### src/rtl/wis_pkg.sv
// Shared constants and controller/datapath bundles for weighted interval scheduling.
`default_nettype none

package wis_pkg;

  localparam int unsigned MAX_ITEMS_DEF  = 64;
  localparam int unsigned TIME_BITS_DEF  = 16;
  localparam int unsigned VALUE_BITS_DEF = 16;

  localparam int unsigned IO_TIME_BITS   = 16;
  localparam int unsigned IO_VALUE_BITS  = 16;
  localparam int unsigned TOTAL_OUT_BITS = 22;

  localparam logic [TOTAL_OUT_BITS-1:0] TOTAL_MAX = 22'h3FFFFF;

  typedef struct packed {
    logic accept;
    logic scan;
    logic lookup;
    logic update;
    logic trace_init;
    logic trace_rd;
    logic trace_eval;
    logic finish;
  } wis_cmd_t;

  typedef struct packed {
    logic full;
    logic k_zero;
    logic k_one;
    logic overlap;
  } wis_stat_t;

endpackage

`default_nettype wire

### src/rtl/wis_ctrl.sv
// Sequencing state machine for weighted interval scheduling.
`default_nettype none

module wis_ctrl (
  input  wire logic              clk_i,
  input  wire logic              rst_ni,
  input  wire logic              start,
  input  wire logic              last_item_i,
  input  wis_pkg::wis_stat_t     stat_i,
  output logic                   busy,
  output wis_pkg::wis_cmd_t      cmd_o
);

  typedef enum logic [2:0] {
    ST_IDLE,
    ST_SCAN,
    ST_LOOKUP,
    ST_UPDATE,
    ST_TRACE_INIT,
    ST_TRACE_RD,
    ST_TRACE_EVAL,
    ST_FINISH
  } state_e;

  state_e state_q;
  logic   last_q;

  always_ff @(posedge clk_i or negedge rst_ni) begin
    if (!rst_ni) begin
      state_q <= ST_IDLE;
      last_q  <= 1'b0;
    end else begin
      case (state_q)
        ST_IDLE: begin
          if (start) begin
            last_q <= last_item_i;
            if (stat_i.full) begin
              state_q <= last_item_i ? ST_TRACE_INIT : ST_IDLE;
            end else begin
              state_q <= ST_SCAN;
            end
          end
        end
        ST_SCAN: begin
          if (stat_i.k_zero || !stat_i.overlap || stat_i.k_one) begin
            state_q <= ST_LOOKUP;
          end
        end
        ST_LOOKUP:     state_q <= ST_UPDATE;
        ST_UPDATE:     state_q <= last_q ? ST_TRACE_INIT : ST_IDLE;
        ST_TRACE_INIT: state_q <= ST_TRACE_RD;
        ST_TRACE_RD:   state_q <= stat_i.k_zero ? ST_FINISH : ST_TRACE_EVAL;
        ST_TRACE_EVAL: state_q <= ST_TRACE_RD;
        ST_FINISH:     state_q <= ST_IDLE;
        default:       state_q <= ST_IDLE;
      endcase
    end
  end

  assign busy = (state_q != ST_IDLE);

  always_comb begin
    cmd_o            = '0;
    cmd_o.accept     = (state_q == ST_IDLE) && start;
    cmd_o.scan       = (state_q == ST_SCAN);
    cmd_o.lookup     = (state_q == ST_LOOKUP);
    cmd_o.update     = (state_q == ST_UPDATE);
    cmd_o.trace_init = (state_q == ST_TRACE_INIT);
    cmd_o.trace_rd   = (state_q == ST_TRACE_RD);
    cmd_o.trace_eval = (state_q == ST_TRACE_EVAL);
    cmd_o.finish     = (state_q == ST_FINISH);
  end

  a_finish_to_idle: assert property (@(posedge clk_i) disable iff (!rst_ni)
    (state_q == ST_FINISH) |=> !busy)
    else $error("finish did not return to idle");

  a_trace_only_after_last: assert property (@(posedge clk_i) disable iff (!rst_ni)
    (state_q == ST_UPDATE) && !last_q |=> (state_q == ST_IDLE))
    else $error("traceback started without last request");

  a_scan_exit: assert property (@(posedge clk_i) disable iff (!rst_ni)
    (state_q == ST_SCAN) && stat_i.k_zero |=> (state_q == ST_LOOKUP))
    else $error("scan continued past index zero");

endmodule

`default_nettype wire

### config.mk
export PLATFORM = sky130hd
export DESIGN_NAME = wis_ctrl
export DESIGN_NICKNAME = d
export VERILOG_FILES = /design/src/rtl/wis_pkg.sv /design/src/rtl/wis_ctrl.sv
export SDC_FILE = /design/constraint.sdc
export NUM_CORES = 1
export LEC_CHECK = 0
export BUFFER_PORTS_ARGS = -buffer_cell sky130_fd_sc_hd__buf_2
export CELL_PAD_IN_SITES_DETAIL_PLACEMENT = 1
export CELL_PAD_IN_SITES_GLOBAL_PLACEMENT = 1
export CORE_AREA = 2 2 39 41
export CTS_CLUSTER_DIAMETER = 60
export DETAILED_ROUTE_END_ITERATION = 6
export DIE_AREA = 0 0 41 43
export MAX_ROUTING_LAYER = met4
export PLACE_DENSITY = 0.7
export SLEW_MARGIN = 25
export SYNTH_ARGS = -nofsm -noshare
export SYNTH_HDL_FRONTEND = slang
export SYNTH_SLANG_ARGS = --single-unit
### constraint.sdc
create_clock -name clk_i -period 2.4 [get_ports clk_i]
set_input_delay 0.12 -clock clk_i [delete_from_list [all_inputs] [get_ports clk_i]]
set_output_delay 0.12 -clock clk_i [all_outputs]
set_load 0.02 [all_outputs]
==> impl_metrics.env, run 1 <==
export IMPL_status="finished clean"
export IMPL_vias_per_cell=4.49
export IMPL_die_w_um=41
export IMPL_min_path_type="input pin to flip-flop"
export IMPL_maxSlewViolCount=0
export IMPL_clock_latency_ps=240
export IMPL_timing_rr_end="last_q$_DFFE_PN0P_"
export IMPL_final_util=0.296
export IMPL_gr_usage_all_layers=0.110
export IMPL_min_period_over_period=0.645
export IMPL_ys_ff_latch=4
export IMPL_grt_pass1_vias=294
export IMPL_powerDensity_nw_per_um2=1310
export IMPL_overflow=0
export IMPL_netlist_area_um2=297
export IMPL_crit_type="flip-flop to output pin"
export IMPL_ys_seq_area_frac=0.338
export IMPL_rsz0062_at_grt="no"
export IMPL_slowest_delay_ps=480
export IMPL_critPathTopFamily="simple AND/OR/NAND/NOR gates"
export IMPL_cp_startpoint="state_q[1]$_DFFE_PN0P_"
export IMPL_drtAntennaViolNets=0
export IMPL_r2r_slack_ps=940
export IMPL_synthCells=34
export IMPL_yosys_cell_types_count=22
export IMPL_synth_edf_count=0
export IMPL_power_leakage_uw=0.000224
export IMPL_fin_worst_skew_ps=5.25
export IMPL_area_delta_synth_final_pct=38.0
export IMPL_grt_max_degree=14
export IMPL_synth_area_leader_cell="dfrtp_1"
export IMPL_tightestPinTransition_ps=351
export IMPL_synth_top_area_frac=0.338
export IMPL_timing_rr_start="state_q[1]$_DFFE_PN0P_"
export IMPL_required_ps=2280
export IMPL_setup_tns_final_ps=0
export IMPL_post_route_min_period_ps=1550
export IMPL_start_util=0.214
export IMPL_crit_buf_inv=1
export IMPL_hold_viol=0
export IMPL_cp_start_kind="flip-flop"
export IMPL_hpwlAfterDp_um=560
export IMPL_cp_arrival_ps=1430
export IMPL_cp_endpoint="cmd_o[7]"
export IMPL_h_tree_depth=1
export IMPL_synth_ff_type="dfrtp_1"
export IMPL_dr_total_vias=301
export IMPL_num_io_pins=17
export IMPL_drive_gt1_frac=0.431
export IMPL_wl_um=767
export IMPL_design_die_area_um2=1760
export IMPL_finalSetupViolations=0
export IMPL_cts_buffers=3
export IMPL_cts_buffer_depth=2
export IMPL_crit_cells=3
export IMPL_syn_nets=42
export IMPL_antenna_cells=0
export IMPL_max_slew_margin_rel=0.766
export IMPL_die_h_um=43
export IMPL_endpoint_kind="output pin"
export IMPL_worst_hold_slack_ps=117
export IMPL_portBuffers=16
export IMPL_cts_tree="yes"
export IMPL_ys_top_cells_by_area="dfrtp_1 34%, and3_1 6.3%, nor3b_1 5.1%, buf_6 3.8%, inv_1 3.8%"
export IMPL_cap_violations=0
export IMPL_reg2regPathDepth=3
export IMPL_final_cell_area_um2=409
export IMPL_async_flop_share=1.00
export IMPL_max_freq_ghz=0.646
export IMPL_clock_sinks=4
export IMPL_clk_pin_slew_ps=40
export IMPL_cts_resized=0
export IMPL_drt_iter0_drc=5
export IMPL_crit_chain="or3_4 -> nor2_4 -> buf_2"
export IMPL_crit_path_top_delay_cell="dfrtp_1"
export IMPL_vdd_drop_max_mv=0.287
export IMPL_wire_per_inst_um=11.4
export IMPL_synth_avg_cell_area_um2=8.72
export IMPL_grt_antenna_before_repair=0
export IMPL_core_um2=1380
export IMPL_synth_warnings=0
export IMPL_drtPass1Iterations=2
export IMPL_finalPower_uw=535
export IMPL_crit_fanout=11
export IMPL_placed_area_um2=377
export IMPL_row_count=14
export IMPL_root_buffer="clkbuf_4"
export IMPL_grt_pass1_wl_um=1200
export IMPL_gp_congestion=0.698
export IMPL_nNetsFinal=61
export IMPL_drc=0
-- sequential cells by signal (all words and copies together), names as in the netlist --
| signal | flops |
|---|---|
| state_q | 3 |
| last_q | 1 |
-- logic make-up after synthesis --
logic type / count (synthesis) / synth area share
AO/OA/AOI/OAI: 5 / 0.127
AND/OR/NAND/NOR: 18 / 0.392
buffers and inverters: 6 / 0.105
multiplexers: 1 / 0.0380
flip-flops: 4 / 0.338
-- worst min path at each step --
stage,startpoint,endpoint,slack [ps],depth (start not counted)
after floorplan,rst_ni,last_q$_DFFE_PN0P_,-180,0
after global placement,rst_ni,last_q$_DFFE_PN0P_,-70,1
after detailed placement,rst_ni,last_q$_DFFE_PN0P_,-70,1
after CTS,last_item_i,last_q$_DFFE_PN0P_,120,2
after global routing,last_item_i,last_q$_DFFE_PN0P_,110,2
final,last_item_i,last_q$_DFFE_PN0P_,120,2
-- metrics by stage --
| stage | worst slack (ps) | std cells |
|---|---|---|
| global route | 779 | 67 |
| floorplan | 765 | 34 |
| detailed placement | 942 | 63 |
| CTS | 841 | 67 |
| global placement | 990 | 63 |
| finish | 853 | 67 |
-- placed cells by master, fill, tap and decap left out --
master,instances
buf_2,16
nor4bb_1,1
nor2_4,1
nor3_1,2
and3b_1,1
o21ba_2,1
clkbuf_4,3
mux2_1,1
a221oi_1,1
a21oi_1,1
nor2_1,3
nor2b_1,1
and3_1,3
or3_4,1
o21ai_0,1
nor3b_1,2
inv_1,3
dfrtp_1,4
dlygate4sd3_1,1
nand2_1,2
a211o_1,1
nand2b_1,1
-- power by group --
group          internal, uW  leakage (uW)  switching (uW)
Combinational           124      0.000162             153
Sequential              101     0.0000488            68.9
Clock                  56.2     0.0000138            31.7
-- Yosys cell counts, types with 2 or more instances --
library cell  instances
dfrtp_1               4
and3_1                3
inv_1                 3
nor2_1                3
nand2_1               2
nor3_1                2
nor3b_1               2
-- layout make-up --
| cell class | count | area [um^2] |
|---|---|---|
| fill | 182 | 975 |
| multi-input combinational | 24 | 165 |
| sequential | 4 | 100 |
| timing repair buffer | 17 | 90.1 |
| clock buffer | 3 | 22.5 |
| tap | 16 | 20.0 |
| inverter | 3 | 11.3 |
-- routing by layer --
metal  share of wire  GRT usage  vias up
li1                -          -      151
met1            0.41      0.121      136
met2            0.49      0.159       12
met3           0.060     0.0314        2
met4           0.038     0.0800        0
met5               0          -        -
-- repair_timing --
| item | CTS | global route |
|---|---|---|
| hold endpoints to repair | 4 | 0 |
| buffers inserted | 0 | 0 |
| hold buffers | 1 | 0 |
Note: power is estimated with default switching activity, not from simulation.
==> run 2, diff against run 1 <==
- PLACE_DENSITY: 0.7 -> 0.73
- clock period: 2.4 -> 1.4 ns (I/O delays scaled with it)
==> run 2 against run 1 <==
Effect of this change:
- clock skew decreased by 3.2 ps
- wire length grew 0.91%
- via count increased by 4.0%
- core utilization up 2.8 points
- hold slack worse by 23 ps
- flip-flop and latch count stayed put
- worst setup slack got worse by 800 ps
- sequential power grew 20%
- die area unchanged
- first-iteration DRC count is 40% lower
==> impl_metrics.env, run 2 (synthesized netlist as in run 1, its figures left out) <==
export IMPL_portBuffers=16
export IMPL_start_util=0.214
export IMPL_design_die_area_um2=1760
export IMPL_crit_type="flip-flop to output pin"
export IMPL_tightestPinTransition_ps=253
export IMPL_drt_iter0_drc=3
export IMPL_instances_no_fill=70
export IMPL_cts_buffers=3
export IMPL_power_leakage_uw=0.000245
export IMPL_drc=0
export IMPL_gr_usage_all_layers=0.117
export IMPL_row_count=14
export IMPL_dr_total_vias=313
export IMPL_top_regs="state_q x3, last_q x1"
export IMPL_top_register="state_q"
export IMPL_endpoint_kind="output pin"
export IMPL_slowest_delay_ps=410
export IMPL_hpwlAfterDp_um=645
export IMPL_vias_per_cell=4.47
export IMPL_drtPass1Iterations=4
export IMPL_die_h_um=43
export IMPL_rsz0062_at_grt="no"
export IMPL_crit_chain="or3_4 -> nor2_4 -> buf_4"
export IMPL_core_um2=1380
export IMPL_grt_max_degree=13
export IMPL_finalPower_uw=1010
export IMPL_antenna_cells=0
export IMPL_required_ps=1330
export IMPL_max_freq_ghz=0.742
export IMPL_maxSlewViolCount=0
export IMPL_wire_per_inst_um=11.1
export IMPL_cts_tree="yes"
export IMPL_die_w_um=41
export IMPL_dp_cells=66
export IMPL_cp_start_kind="flip-flop"
export IMPL_largest_reg_flops=3
export IMPL_final_util=0.324
export IMPL_cap_violations=0
export IMPL_clock_sinks=4
export IMPL_overflow=0
export IMPL_grt_pass1_vias=304
export IMPL_finalSetupViolations=0
export IMPL_grt_antenna_before_repair=0
export IMPL_drtAntennaViolNets=0
export IMPL_h_tree_depth=1
export IMPL_min_period_over_period=0.962
export IMPL_wl_um=774
export IMPL_status="finished clean"
export IMPL_gp_congestion=0.713
export IMPL_root_buffer="clkbuf_4"
export IMPL_min_path_type="input pin to flip-flop"
export IMPL_cts_buffer_depth=2
export IMPL_post_route_min_period_ps=1350
export IMPL_crit_path_top_delay_cell="or3_4"
export IMPL_grt_pass1_wl_um=1320
export IMPL_hold_viol=0
export IMPL_max_slew_margin_rel=0.829
export IMPL_num_io_pins=17
export IMPL_clk_pin_slew_ps=40
export IMPL_crit_fanout=3
export IMPL_final_cell_mix="15 x buf_2, 4 x dfrtp_1, 4 x buf_4"
export IMPL_final_common_cell="buf_2"
export IMPL_fin_worst_skew_ps=2.00
export IMPL_powerDensity_nw_per_um2=2260
export IMPL_area_delta_synth_final_pct=51.1
export IMPL_crit_buf_inv=1
export IMPL_nNetsFinal=64
export IMPL_drive_gt1_frac=0.519
export IMPL_vdd_drop_max_mv=0.613
export IMPL_cp_arrival_ps=1280
export IMPL_critPathTopFamily="simple AND/OR/NAND/NOR gates"
export IMPL_clock_latency_ps=230
run 2: cell count changes in the layout (fill, tap and decap cells not counted):
cell     previous run  this run
buf_2              16        15
buf_4               0         4
mux2_1              1         0
mux2_4              0         1
nor3_1              2         1
nor3_2              0         1
nor3b_1             2         1
nor3b_2             0         1
run 2: through the flow:
| stage | area, um^2 | setup TNS [ps] | worst slack, ps | hold slack, ps |
|---|---|---|---|---|
| after floorplan | 305 | -142 | -136 | -226 |
| after global placement | 408 | 0 | 107 | -120 |
| after detailed placement | 408 | 0 | 66.9 | -122 |
| after CTS | 440 | 0 | 11.5 | 93.4 |
| after global routing | 448 | 0 | 12.6 | 102 |
| final | 448 | 0 | 52.5 | 94.8 |
run 2: path summary, 6_finish.rpt:
path | from | to | slack (ps) | depth (start not counted)
worst min register to register | last_q$_DFFE_PN0P_ | last_q$_DFFE_PN0P_ | 530 | 1
worst max register to register | state_q[1]$_DFFE_PN0P_ | last_q$_DFFE_PN0P_ | 80 | 3
worst min-delay path | last_item_i | last_q$_DFFE_PN0P_ | 90 | 2
min in group asynchronous | rst_ni | state_q[2]$_DFFE_PN0P_ | 170 | 2
max in group asynchronous | rst_ni | state_q[1]$_DFFE_PN0P_ | 1110 | 2
worst max-delay path | state_q[1]$_DFFE_PN0P_ | cmd_o[7] | 50 | 3
run 2: area by class of cell:
class,instances,area (um^2)
inverters,3,11.3
multi-input cells,24,179
well taps,16,20.0
fillers,179,936
repair buffers,20,115
flip-flops and latches,4,100
clock buffers,3,22.5
run 2: timing repair:
item	in CTS	in global routing
buffers inserted	0	0
hold buffers	1	0
endpoints found under the setup margin	0	2
resized for setup	0	2
hold endpoints to repair	4	0
run 2: layer usage:
| layer | wire, um | share of wire | track usage |
|---|---|---|---|
| met1 | 302 | 0.39 | 0.134 |
| met2 | 408 | 0.53 | 0.169 |
| met4 | 4 | 0.0052 | 0.0600 |
| met3 | 59 | 0.076 | 0.0471 |
| met5 | 0 | 0 | - |
run 2: report_power, final:
| group | internal (uW) | switching, uW |
|---|---|---|
| registers | 174 | 29.1 |
| clock network | 95.5 | 41.9 |
| logic | 294 | 377 |
